[src/rtl/core/fsds_pkg.sv]
// shared types, constants and helpers for the seven-segment scanner
package fsds_pkg;

	// item actions
	typedef enum logic [1:0] {
		ACT_TICK    = 2'd0,
		ACT_SET     = 2'd1,
		ACT_ADVANCE = 2'd2,
		ACT_INCR    = 2'd3
	} action_t;

	localparam int NUM_DIGITS = 4;

	localparam logic [7:0]  SEG_BLANK        = 8'hFF;
	localparam logic [3:0]  ENABLES_NONE     = 4'hF;
	localparam logic [15:0] SCAN_PERIOD_RST  = 16'd10;
	localparam logic [15:0] ELAPSED_MAX      = 16'hFFFF;
	localparam logic [3:0]  DIGIT_MAX        = 4'd9;

	// input item as seen on the port
	typedef struct packed {
		action_t    action;
		logic [7:0] thousands_in;
		logic [7:0] hundreds_in;
		logic [7:0] tens_in;
		logic [7:0] units_in;
	} in_item_t;

	// result item as seen on the port
	typedef struct packed {
		logic [7:0]  segment_pins;
		logic [3:0]  digit_enables;
		logic        refreshed;
		logic [1:0]  cursor_position;
		logic [3:0]  point_mask;
		logic [13:0] decimal_value;
	} out_item_t;

	// registered item with digits already reduced, index 0 units
	typedef struct packed {
		action_t                          action;
		logic [NUM_DIGITS-1:0][3:0]       digits;
	} item_s1_t;

	// remainder by ten of a byte through a reciprocal multiply
	function automatic logic [3:0] mod10(input logic [7:0] v);
		logic [15:0] prod;
		logic [4:0]  quot;
		logic [7:0]  rem;
		prod = 16'(v) * 16'd205;
		quot = prod[15:11];
		rem  = v - 8'(quot) * 8'd10;
		return rem[3:0];
	endfunction

	// active-low segment pattern of a decimal digit, dp off
	function automatic logic [7:0] seg_decode(input logic [3:0] d);
		logic [7:0] code;
		unique case (d)
			4'd0: code = 8'hC0;
			4'd1: code = 8'hF9;
			4'd2: code = 8'hA4;
			4'd3: code = 8'hB0;
			4'd4: code = 8'h99;
			4'd5: code = 8'h92;
			4'd6: code = 8'h82;
			4'd7: code = 8'hF8;
			4'd8: code = 8'h80;
			4'd9: code = 8'h90;
			default: code = SEG_BLANK;
		endcase
		return code;
	endfunction

endpackage

[src/rtl/core/four_digit_seven_segment_scanner_unit.sv]
// Four-digit multiplexed seven-segment scanner. Takes one item per clock while
// the result register is not stalled: an accepted item is registered (digits
// reduced modulo ten on the way in), then applied to the display state and its
// result registered in the result register, and items may follow back to back.
// The rate is set by the state update loop in fsds_core. The output register
// lets a new item be taken while a finished result waits.
// The scan period resets to 10 ticks and may be changed through cfg_we and
// cfg_data while no item is in flight; a period of zero refreshes every tick.
module four_digit_seven_segment_scanner_unit (
	input  logic                clk,
	input  logic                arst_n,
	input  logic                cfg_we,
	input  logic [15:0]         cfg_data,
	input  logic                in_valid,
	output logic                in_ready,
	input  fsds_pkg::in_item_t  in_item,
	output logic                out_valid,
	input  logic                out_ready,
	output fsds_pkg::out_item_t out_item
);
	import fsds_pkg::*;

	logic      valid_s1;
	item_s1_t  item_s1;
	logic      out_valid_q;
	out_item_t out_item_q;
	out_item_t result;
	logic      fire;

	// stage one moves on when the result register is free or draining
	assign fire     = valid_s1 && (!out_valid_q || out_ready);
	assign in_ready = !valid_s1 || fire;

	// input register
	always_ff @(posedge clk or negedge arst_n) begin
		if (!arst_n) begin
			valid_s1 <= 1'b0;
		end else if (in_ready) begin
			valid_s1 <= in_valid;
		end
	end

	always_ff @(posedge clk) begin
		if (in_ready && in_valid) begin
			item_s1.action    <= in_item.action;
			item_s1.digits[3] <= mod10(in_item.thousands_in);
			item_s1.digits[2] <= mod10(in_item.hundreds_in);
			item_s1.digits[1] <= mod10(in_item.tens_in);
			item_s1.digits[0] <= mod10(in_item.units_in);
		end
	end

	fsds_core u_core (
		.clk      (clk),
		.arst_n   (arst_n),
		.cfg_we   (cfg_we),
		.cfg_data (cfg_data),
		.fire     (fire),
		.item     (item_s1),
		.result   (result)
	);

	// result register
	always_ff @(posedge clk or negedge arst_n) begin
		if (!arst_n) begin
			out_valid_q <= 1'b0;
		end else if (fire) begin
			out_valid_q <= 1'b1;
		end else if (out_ready) begin
			out_valid_q <= 1'b0;
		end
	end

	always_ff @(posedge clk) begin
		if (fire) begin
			out_item_q <= result;
		end
	end

	assign out_valid = out_valid_q;
	assign out_item  = out_item_q;

	// a refresh selects exactly one digit
	a_refresh_one_digit: assert property (@(posedge clk) disable iff (!arst_n)
		out_valid_q && out_item_q.refreshed |-> $countones(out_item_q.digit_enables) == 3)
		else $error("refresh did not select a single digit");

	// at most one point lit, and only under the cursor
	a_point_at_cursor: assert property (@(posedge clk) disable iff (!arst_n)
		out_valid_q |-> $onehot0(out_item_q.point_mask) &&
			(out_item_q.point_mask == 4'd0 ||
			 out_item_q.point_mask[out_item_q.cursor_position]))
		else $error("point mask does not match cursor");

	// stored value stays a four-digit decimal
	a_value_range: assert property (@(posedge clk) disable iff (!arst_n)
		out_valid_q |-> out_item_q.decimal_value <= 14'd9999)
		else $error("decimal value out of range");

	// a held result is not overwritten while stalled
	a_no_overwrite: assert property (@(posedge clk) disable iff (!arst_n)
		out_valid_q && !out_ready |-> !fire)
		else $error("result register overwritten while stalled");

endmodule

[src/rtl/core/fsds_core.sv]
// display state registers and the single-pass update of one item
module fsds_core (
	input  logic               clk,
	input  logic               arst_n,
	input  logic               cfg_we,
	input  logic [15:0]        cfg_data,
	input  logic               fire,
	input  fsds_pkg::item_s1_t item,
	output fsds_pkg::out_item_t result
);
	import fsds_pkg::*;

	logic [15:0]                period_q;
	logic [NUM_DIGITS-1:0][3:0] digit_q;
	logic [3:0]                 point_q;
	logic [1:0]                 cursor_q;
	logic [1:0]                 scan_q;
	logic [15:0]                elapsed_q;
	logic [7:0]                 seg_q;
	logic [3:0]                 en_q;

	logic [NUM_DIGITS-1:0][3:0] digit_n;
	logic [3:0]                 point_n;
	logic [1:0]                 cursor_n;
	logic [1:0]                 scan_n;
	logic [15:0]                elapsed_n;
	logic [7:0]                 seg_n;
	logic [3:0]                 en_n;
	logic [15:0]                elapsed_inc;
	logic                       do_refresh;
	logic [7:0]                 scan_code;
	logic [3:0]                 cur_digit;
	logic [1:0]                 cursor_next;

	// scan period register
	always_ff @(posedge clk or negedge arst_n) begin
		if (!arst_n) begin
			period_q <= SCAN_PERIOD_RST;
		end else if (cfg_we) begin
			period_q <= cfg_data;
		end
	end

	// saturating tick count and refresh decision
	assign elapsed_inc = (elapsed_q != ELAPSED_MAX) ? elapsed_q + 16'd1 : elapsed_q;
	assign do_refresh  = (item.action == ACT_TICK) && (elapsed_inc >= period_q);

	// pattern for the digit under scan
	always_comb begin
		scan_code = seg_decode(digit_q[scan_q]);
		if (point_q[scan_q]) begin
			scan_code[7] = 1'b0;
		end
	end

	assign cur_digit   = digit_q[cursor_q];
	assign cursor_next = cursor_q + 2'd1;

	// next state for the action
	always_comb begin
		digit_n   = digit_q;
		point_n   = point_q;
		cursor_n  = cursor_q;
		scan_n    = scan_q;
		elapsed_n = elapsed_q;
		seg_n     = seg_q;
		en_n      = en_q;
		unique case (item.action)
			ACT_TICK: begin
				elapsed_n = elapsed_inc;
				if (do_refresh) begin
					elapsed_n = '0;
					seg_n     = scan_code;
					en_n      = ~(4'b0001 << scan_q);
					scan_n    = scan_q + 2'd1;
				end
			end
			ACT_SET: begin
				digit_n = item.digits;
			end
			ACT_ADVANCE: begin
				point_n  = (point_q & ~(4'b0001 << cursor_q)) | (4'b0001 << cursor_next);
				cursor_n = cursor_next;
			end
			ACT_INCR: begin
				if (point_q[cursor_q]) begin
					digit_n[cursor_q] = (cur_digit == DIGIT_MAX) ? 4'd0 : cur_digit + 4'd1;
				end
			end
			default: begin
			end
		endcase
	end

	// state update per item
	always_ff @(posedge clk or negedge arst_n) begin
		if (!arst_n) begin
			digit_q   <= '0;
			point_q   <= '0;
			cursor_q  <= '0;
			scan_q    <= '0;
			elapsed_q <= '0;
			seg_q     <= SEG_BLANK;
			en_q      <= ENABLES_NONE;
		end else if (fire) begin
			digit_q   <= digit_n;
			point_q   <= point_n;
			cursor_q  <= cursor_n;
			scan_q    <= scan_n;
			elapsed_q <= elapsed_n;
			seg_q     <= seg_n;
			en_q      <= en_n;
		end
	end

	// result from the state after the action
	always_comb begin
		result.segment_pins    = seg_n;
		result.digit_enables   = en_n;
		result.refreshed       = do_refresh;
		result.cursor_position = cursor_n;
		result.point_mask      = point_n;
		result.decimal_value   = 14'(digit_n[3]) * 14'd1000 + 14'(digit_n[2]) * 14'd100
			+ 14'(digit_n[1]) * 14'd10 + 14'(digit_n[0]);
	end

endmodule

[config.mk]
export PLATFORM = sky130hd
export DESIGN_NAME = four_digit_seven_segment_scanner_unit
export DESIGN_NICKNAME = d
export VERILOG_FILES = /design/src/rtl/core/fsds_pkg.sv /design/src/rtl/core/four_digit_seven_segment_scanner_unit.sv /design/src/rtl/core/fsds_core.sv
export SDC_FILE = /design/constraint.sdc
export NUM_CORES = 1
export LEC_CHECK = 0
export BUFFER_PORTS_ARGS = -buffer_cell sky130_fd_sc_hd__buf_4
export CELL_PAD_IN_SITES_DETAIL_PLACEMENT = 1
export CELL_PAD_IN_SITES_GLOBAL_PLACEMENT = 1
export CORE_UTILIZATION = 30
export DETAILED_ROUTE_END_ITERATION = 16
export PLACE_DENSITY_LB_ADDON = 0.1
export SLEW_MARGIN = 20
export SYNTH_ARGS = -nofsm -noshare
export SYNTH_HDL_FRONTEND = slang
export SYNTH_HIERARCHICAL = 1
export SYNTH_SLANG_ARGS = --single-unit
[constraint.sdc]
create_clock -name clk -period 7.25 [get_ports clk]
set_input_delay 0.3625 -clock clk [delete_from_list [all_inputs] [get_ports clk]]
set_output_delay 0.3625 -clock clk [all_outputs]
set_load 0.005 [all_outputs]
---- Word-level counts from Yosys, hierarchy flattened ----
Memory sizes are Yosys's and may differ from the RTL's.
Index checks and enable logic that the tools add are counted.
W data, S select, Z words.
storage, ports and cells
  input port bits ......................... 55
  bits in latches ......................... 0
  flip-flop bits (word level) ............. 121
  logic and storage cells ................. 100
  ROM bits ................................ 112
  output and inout port bits .............. 35
  memory bits (writable) .................. 0
  memories kept ........................... 1
memory list
  memory            words  width  read ports  clocked after memory_dff  write ports  RTL line        source
  (name not given)  16     7      1           0                         0            fsds_pkg.sv:59  unique case (d)
cells by class
  reductions and logical operators ........ 12
  divide/modulo/power cells ............... 0
  magnitude comparators ................... 4
  equality and inequality tests ........... 5
  add/sub/neg operators ................... 11
  bitwise gates (word level) .............. 4
  shift operators ......................... 3
  multiplexer cells ....................... 25
  multipliers ............................. 11
operators with widths
  kind                     number
  $mul A8 B8 Y16 const B   4
  $mux W16                 3
  $pmux W16 S2             1
  $mux W4                  7
  $mul A5 B3 Y3 const B    4
  $add A16 B1 Y16 const B  1
  $bmux W4 S2              2
  $bwmux W16               1
  $ge A16 B16 Y1           1
  $mux W8                  2
  $ne A16 B16 Y1 const B   1
  $sub A4 B4 Y4            4
  $add A14 B11 Y14         1
  $add A14 B4 Y14          1
  $add A14 B8 Y14          1
  $shl A1 B2 Y4 const A    3
  $mul A4 B7 Y11 const B   1
  $mul A4 B5 Y9 const B    1
  $demux W4 S2             1
  $not A4 Y4               2
  $mul A4 B3 Y7 const B    1
  $lt A2 B3 Y1 const B     2
  $mux W1                  5
  $add A2 B1 Y2 const B    2
  16 further kinds         23

---- Logic depth before layout (Yosys ltp) ----
Gate-level depths: netlist of the first run.
  depth in word-level cells ............... 11
  depth in mapped cells ................... 25
  depth with buffers taken out ............ 24

---- Cells and area by module ----
The synthesis of the first run kept the hierarchy.
modules (own cells, without submodules)
  module                                 area an instance (µm²)  seq. area each (µm²)  times used  cells an instance
  fsds_core                              6218.5                  1719.1                1           661
  four_digit_seven_segment_scanner_unit  5589.1                  1581.5                1           456

---- Worst setup path after synthesis of the first run ----
OpenSTA, ideal clock, no wires.
  path type ............................... flip-flop to flip-flop
  start point ............................. register u_core.cursor_q[0]
  end point ............................... register out_item_q, in the netlist out_item[13], data pin
  arrival time ............................ 5.812 ns
  stages on the path, launching flop included .. 24
  buffers on the path ..................... 1
  clock period less this slack ............ 6.071 ns
  library setup time ...................... 0.260 ns
  path slack .............................. 1.179 ns
  data required time ...................... 6.990 ns
  cells stage by stage .................... dfrtp_1 -> buf_6 -> mux4_2 -> inv_1 -> ha_1 -> inv_1 -> o21ai_0 -> mux2i_1 -> a22o_1 -> a22o_1 -> fa_1 -> fa_1 -> inv_1 -> ha_1 -> a21o_1 -> a21oi_1 -> xnor2_1 -> ha_1 -> ha_1 -> ha_1 -> or4_1 -> a31o_2 -> a21oi_1 -> xnor2_1
RTL lines
  what                    RTL line                                     source
  from (decl)             fsds_core.sv:16                              logic [1:0] cursor_q;
  from (signal assigned)  fsds_core.sv:108                             cursor_q <= cursor_n;
  to (signal assigned)    four_digit_seven_segment_scanner_unit.sv:76  out_item_q <= result;
  to (decl)               four_digit_seven_segment_scanner_unit.sv:26  out_item_t out_item_q;

==> results.md, run 1 <==
* Status: finished, final reports clean
* Final wirelength at 27200 um
* Critical Path Start: u_core/cursor_q[0]
* Area share of fa/ha/maj cells after synthesis at 0.349
* CTS sink cnt at 121
* Vias per cell at 4.68
* Post-synth EDFFs at 51
* Nets@finish at 1554
* CTS tree: done
* Largest net degree at the start of global routing at 71
* # setup viols final at 0
* Synth Cell Area at 11800 um^2
* Worst-Skew Late Latency at 0.42 ns
* Relative slew slack at 0.438
* Vias in the first global route at 8968
* Wire per inst at 15.6 um
* Fillers at 4327
* Final Cycle Share at 0.883
* Family with the most delay on the worst path: adder cells
* Syn_nets at 1464
* Synth Area in XOR/XNOR at 0.0512
* Clock skew at 0.00867 ns
* Post-CTS setup buffer count at 0
* Compound-Gate Fraction of Synth Area at 0.113
* Cells on worst reg2reg path at 21
* CP Data Required Time at 7.42 ns
* DRC viols at 0
* Worst path most repeated cell: ha_1
* Top cell type's share of synthesized area at 0.243
* Yosys top cell by area: ha_1
* FF-to-FF Start: u_core/cursor_q[0]
* Largest family of logic cells by synthesized area: adder cells
* Dpl hpwl at 22100 um
* All-Layer GR Usage at 0.142
* Distinct cells, synth at 68
* Hold Path End: item_s1[17]
* Initial antenna violation count at 0
* Hold-fix buffers, CTS at 0
* I/O Buffers at 89
* CP Max Fanout at 6
* Synth area leaders: ha_1, edfxtp_1, dfrtp_1
* CP endpoint kind: flop
* DR vias at 8131
* Post-synthesis simple-gate area fraction at 0.0839
* Multiplexer area fraction after synthesis at 0.0603
* Max Freq at 156 MHz
* DRT iter0 DRCs at 230
* Final Hold Fails at 0
* Slowest cell on the critical path: mux4_2
* Reg clk slew, reported paths at 0.06 ns
* Max incr delay on CP at 0.58 ns
* CP cell instances: mux4_2 -> ha_1 -> inv_1 -> o21ai_0 -> mux2i_1 -> a22o_1 -> a22o_1 -> fa_1 -> fa_1 -> inv_1 -> ha_1 -> a21o_1 -> a21oi_1 -> xnor2_1 -> ha_1 -> ha_1 -> ha_1 -> or4_1 -> a31o_2 -> a21oi_1 -> xnor2_1
* Root Driver: clkbuf_16
* Period minus WS final at 6.40 ns
* Sequential area share after synthesis at 0.280
* Core area at 38700 um^2
* Total gr overflow at 0
* Worst Hold Class: in2reg
* Slew Viols, Final at 0
* Ys async rst share at 0.579
* Reg2Reg Setup Slack at 0.85 ns
* Full die area at 40200 um^2
* Number of buffers on the longest clock path at 2
* WHS Path Cells at 1
* ANT cells at 0
* Worst setup SP type: flop
* Critical path type: reg2reg
* Pin slew with the least headroom to its limit at 0.843 ns
* Routability Congestion at 0.792
* TritonRoute pass-1 iters at 4
* H-tree levels at 4
* Mapped Cells at 1117
* Ys Warns at 6
* Top Ports at 90
* Area Overhead vs Synth at 15.8%
* Buf/Inv on CP at 2
* Synthesis-stage register bit count at 121
* Max cap viols at 0
* DIE WIDTH at 200 um
* Worst Hold Launch: in_item[33]
* Fin Setup TNS at 0 ns
* Die height at 200 um
* TritonCTS buffer count at 17
* First-pass GRT wire length at 45900 um
* RR Endpoint: out_item[13]
* Initial Util at 0.305
* Row count at 72
* Share of layout cells above drive strength 1 at 0.165
* CP Data Arrival Time at 6.57 ns
* Post-CTS Resized at 0
* Prevailing post-synth register cell: dfrtp_1
* RSZ-0062 raised after global routing: false
* Antenna Nets Post-Route at 0
* Synth Area per Inst at 10.6 um^2
state kept, by name, summed over array words and instances (netlist names):
| signal | flops |
|---|---|
| out_item | 33 |
| item_s1 | 18 |
| u_core/digit_q | 16 |
| u_core/elapsed_q | 16 |
| u_core/period_q | 16 |
| u_core/seg_q | 8 |
| u_core/en_q | 4 |
| u_core/point_q | 4 |
| u_core/cursor_q | 2 |
| u_core/scan_q | 2 |
| out_valid | 1 |
| valid_s1 | 1 |
routing by layer:
metal / GRT usage / vias up / wire [um]
met5: 0 / - / 0
met4: 0.0354 / 0 / 269
met3: 0.0213 / 11 / 650
met2: 0.237 / 97 / 12800
met1: 0.192 / 3967 / 13500
li1: - / 4056 / -
final cells by class:
class / count / area [um^2] / share of cell area
clock buffers: 21 / 460 / 0.0337
clock inverters: 11 / 121 / 0.00887
inverters: 164 / 616 / 0.0450
multi-input cells: 804 / 7770 / 0.568
flip-flops and latches: 121 / 3300 / 0.241
well taps: 518 / 648 / 0.0474
repair buffers: 99 / 766 / 0.0560
worst max path at each step:
stage	endpoint	slack (ns)	cells after the start
floorplan	out_item[13]	1.18	23
global placement	out_item[13]	0.93	20
detailed placement	out_item[13]	0.87	22
CTS	out_item[13]	0.82	21
global route	out_item[13]	0.44	21
finish	out_item[13]	0.85	21
Yosys cell counts, types with 6 or more instances:
| master | number |
|---|---|
| ha_1 | 229 |
| inv_1 | 164 |
| nand2_1 | 80 |
| fa_1 | 63 |
| dfrtp_1 | 56 |
| edfxtp_1 | 51 |
| xnor2_1 | 46 |
| a21oi_1 | 41 |
| o21ai_0 | 39 |
| nor2_1 | 34 |
| mux2_2 | 29 |
| xor2_1 | 23 |
| a22o_1 | 20 |
| nand3_1 | 20 |
| a21o_1 | 19 |
| clkbuf_1 | 17 |
| mux2i_1 | 16 |
| dfstp_2 | 14 |
| nand2b_1 | 13 |
| nor3_1 | 12 |
| mux4_2 | 10 |
| nand4_1 | 9 |
| a31oi_1 | 8 |
| nor2b_1 | 8 |
| o2bb2ai_1 | 7 |
| and2_1 | 6 |
worst reg2reg max path, stage by stage, from the launching register on:
cell and delay [ns]:
dfrtp_1 0.43, mux4_2 0.58, ha_1 0.27, inv_1 0.06, o21ai_0 0.08, mux2i_1 0.37
a22o_1 0.23, a22o_1 0.32, fa_1 0.52, fa_1 0.53, inv_1 0.04, ha_1 0.33
a21o_1 0.17, a21oi_1 0.22, xnor2_1 0.16, ha_1 0.26, ha_1 0.30, ha_1 0.22
or4_1 0.51, a31o_2 0.27, a21oi_1 0.18, xnor2_1 0.09
kinds of logic after synthesis:
group                      Yosys count
adders and majority gates          292
and+or+nand+nor                    205
buffers and inverters              192
AOI/OAI and AO/OA                  183
DFF                                121
xor gates and xnor gates            69
muxes                               55
cells in the final DEF, fill, tap and decap left out, drive strengths merged, types with 23 or more instances in the layout:
cell / n
xor2: 23
mux2: 29
inv: 165
edfxtp: 51
nor2: 34
a21oi: 44
dfrtp: 56
buf: 98
xnor2: 46
fa: 63
ha: 229
nand2: 82
o21ai: 45
stage by stage:
step                      utilization  hold slack, ns  setup WS (ns)  cell area (um^2)  instances
after floorplan                     -          0.0669           1.18             11800       1117
after global placement          0.337           0.466          0.931             13100       1704
after detailed placement        0.337           0.469          0.865             13100       1704
after CTS                       0.352           0.122          0.822             13600       1736
after global routing            0.353           0.123          0.436             13700       1738
final                           0.353           0.142          0.850             13700       1738
Power of run 1 is not shown: default switching activity piles up to over one toggle a cycle in this logic, so the estimate is an artifact.
==> run 2, diff against run 1 <==
Settings changed: BUFFER_PORTS_ARGS -buffer_cell sky130_fd_sc_hd__buf_4 to -buffer_cell sky130_fd_sc_hd__buf_2, CORE_UTILIZATION 30 to 43, SETUP_SLACK_MARGIN set to 0.4.
==> results.md, run 2 (synthesis gave the netlist of run 1 again) <==
* Status: finished, final reports clean
* Relative slew slack at 0.255 (-0.184)
* Clock skew at 0.00870 ns (+0.0000344 ns)
* DRT iter0 DRCs at 320 (+39%)
* Wire per inst at 16.3 um (+4.0%)
* Routability Congestion at 0.835 (+5.5%)
* Reg2Reg Setup Slack at 0.79 ns (-0.06 ns)
* CP endpoint kind: flop
* Root Driver: clkbuf_16
* CP Max Fanout at 6 (unchanged)
* Top Ports at 90 (unchanged)
* Initial Util at 0.438 (+0.133)
* Number of non-filler instances in the completed layout at 1558 (-10%)
* Worst Hold Class: in2reg
* RSZ-0062 raised after global routing: false
* Area Overhead vs Synth at 11.7%
* Period minus WS final at 6.46 ns (+0.0640 ns)
* All-Layer GR Usage at 0.193 (+0.0504)
* Total gr overflow at 0 (unchanged)
* Nets@finish at 1550 (-0.26%)
* Full die area at 28100 um^2 (-30%)
* Final wirelength at 25300 um (-6.7%)
* Die height at 168 um (-16%)
* Worst setup SP type: flop
* Critical path type: reg2reg
* Reg clk slew, reported paths at 0.06 ns (about the same)
* Final Hold Fails at 0 (unchanged)
* CTS tree: done
* Number of buffers on the longest clock path at 2 (unchanged)
* Pin slew with the least headroom to its limit at 1.11 ns (+0.272 ns)
* Initial antenna violation count at 2 (+2)
* Fin Setup TNS at 0 ns (unchanged)
* Slew Viols, Final at 0 (unchanged)
* Antenna Nets Post-Route at 0 (unchanged)
* # setup viols final at 0 (unchanged)
* Commonest cells after routing, fill and taps aside: ha_1, inv_1, buf_2
* DRC viols at 0 (unchanged)
* First-pass GRT wire length at 43300 um (-5.8%)
* Max cap viols at 0 (unchanged)
* CP Data Arrival Time at 6.63 ns (+0.06 ns)
* Max Freq at 155 MHz (-0.99%)
* Final Cycle Share at 0.892 (+0.00882)
* TritonRoute pass-1 iters at 4 (unchanged)
* Dpl hpwl at 20700 um (-6.3%)
* Max reg flops at 33 (unchanged)
* DR vias at 8180 (+0.60%)
* H-tree levels at 4 (unchanged)
* DIE WIDTH at 168 um (-16%)
* Worst-Skew Late Latency at 0.42 ns (about the same)
* Post-CTS setup buffer count at 0 (unchanged)
* TritonCTS buffer count at 17 (unchanged)
* Placed cells at 1525 (-11%)
* Core area at 27000 um^2 (-30%)
* Most common cell after layout, fill and taps aside: ha_1
* Vias per cell at 5.25 (+12%)
* Share of layout cells above drive strength 1 at 0.164 (-0.00110)
* CTS sink cnt at 121 (unchanged)
* Row count at 60 (-17%)
* Largest net degree at the start of global routing at 71 (unchanged)
* Post-CTS Resized at 0 (unchanged)
* Hold-fix buffers, CTS at 0 (unchanged)
* I/O Buffers at 89 (unchanged)
* Vias in the first global route at 8706 (-2.9%)
* CP Data Required Time at 7.41 ns (about the same)
run 2: final timing paths:
check                                    from            endpoint  cells past startpoint
setup / recovery           u_core/cursor_q[0]        out_item[13]                     21
hold / removal                    in_item[32]         item_s1[16]                      1
setup reg to reg           u_core/cursor_q[0]        out_item[13]                     21
hold reg to reg                u_core/en_q[3]      u_core/en_q[3]                      2
max in group asynchronous              arst_n  u_core/cursor_q[1]                      2
min in group asynchronous              arst_n   u_core/digit_q[0]                      2
run 2: layout make-up:
class | count | area, um^2
Fill cell | 2997 | 13800
Sequential cell | 121 | 3300
Clock inverter | 11 | 118
Antenna cell | 1 | 2.50
Inverter | 164 | 616
Multi-Input combinational cell | 804 | 7770
Clock buffer | 21 | 472
Tap cell | 341 | 427
Timing Repair Buffer | 95 | 490
run 2: routing by layer:
metal | vias up | GRT usage | share of wire
met4 | 2 | 0.0558 | 0.015
met2 | 100 | 0.324 | 0.47
met1 | 4000 | 0.256 | 0.49
met5 | - | 0 | 0.00051
li1 | 4052 | - | -
met3 | 26 | 0.0279 | 0.023
run 2: stage by stage:
step / area, um^2 / hold slack (ns) / worst slack, ns / utilization
finish: 13200 / 0.113 / 0.786 / 0.490
global route: 13200 / 0.0983 / 0.411 / 0.489
CTS: 13200 / 0.0963 / 0.596 / 0.489
detailed placement: 12600 / 0.472 / 0.666 / 0.468
global placement: 12600 / 0.467 / 0.897 / 0.468
floorplan: 11800 / 0.0669 / 1.18 / -
run 2: critical path, cell delays in order, from the launching register on:
cell and delay (ns):
dfrtp_1 0.42, mux4_2 0.59, ha_1 0.28, inv_1 0.07, o21ai_0 0.08, mux2i_1 0.39
a22o_1 0.24, a22o_1 0.33, fa_1 0.53, fa_1 0.54, inv_1 0.04, ha_1 0.32
a21o_1 0.17, a21oi_1 0.22, xnor2_1 0.15, ha_1 0.25, ha_1 0.30, ha_1 0.22
or4_1 0.50, a31o_2 0.27, a21oi_1 0.17, xnor2_1 0.08
Power of run 2 is left out for the same reason.
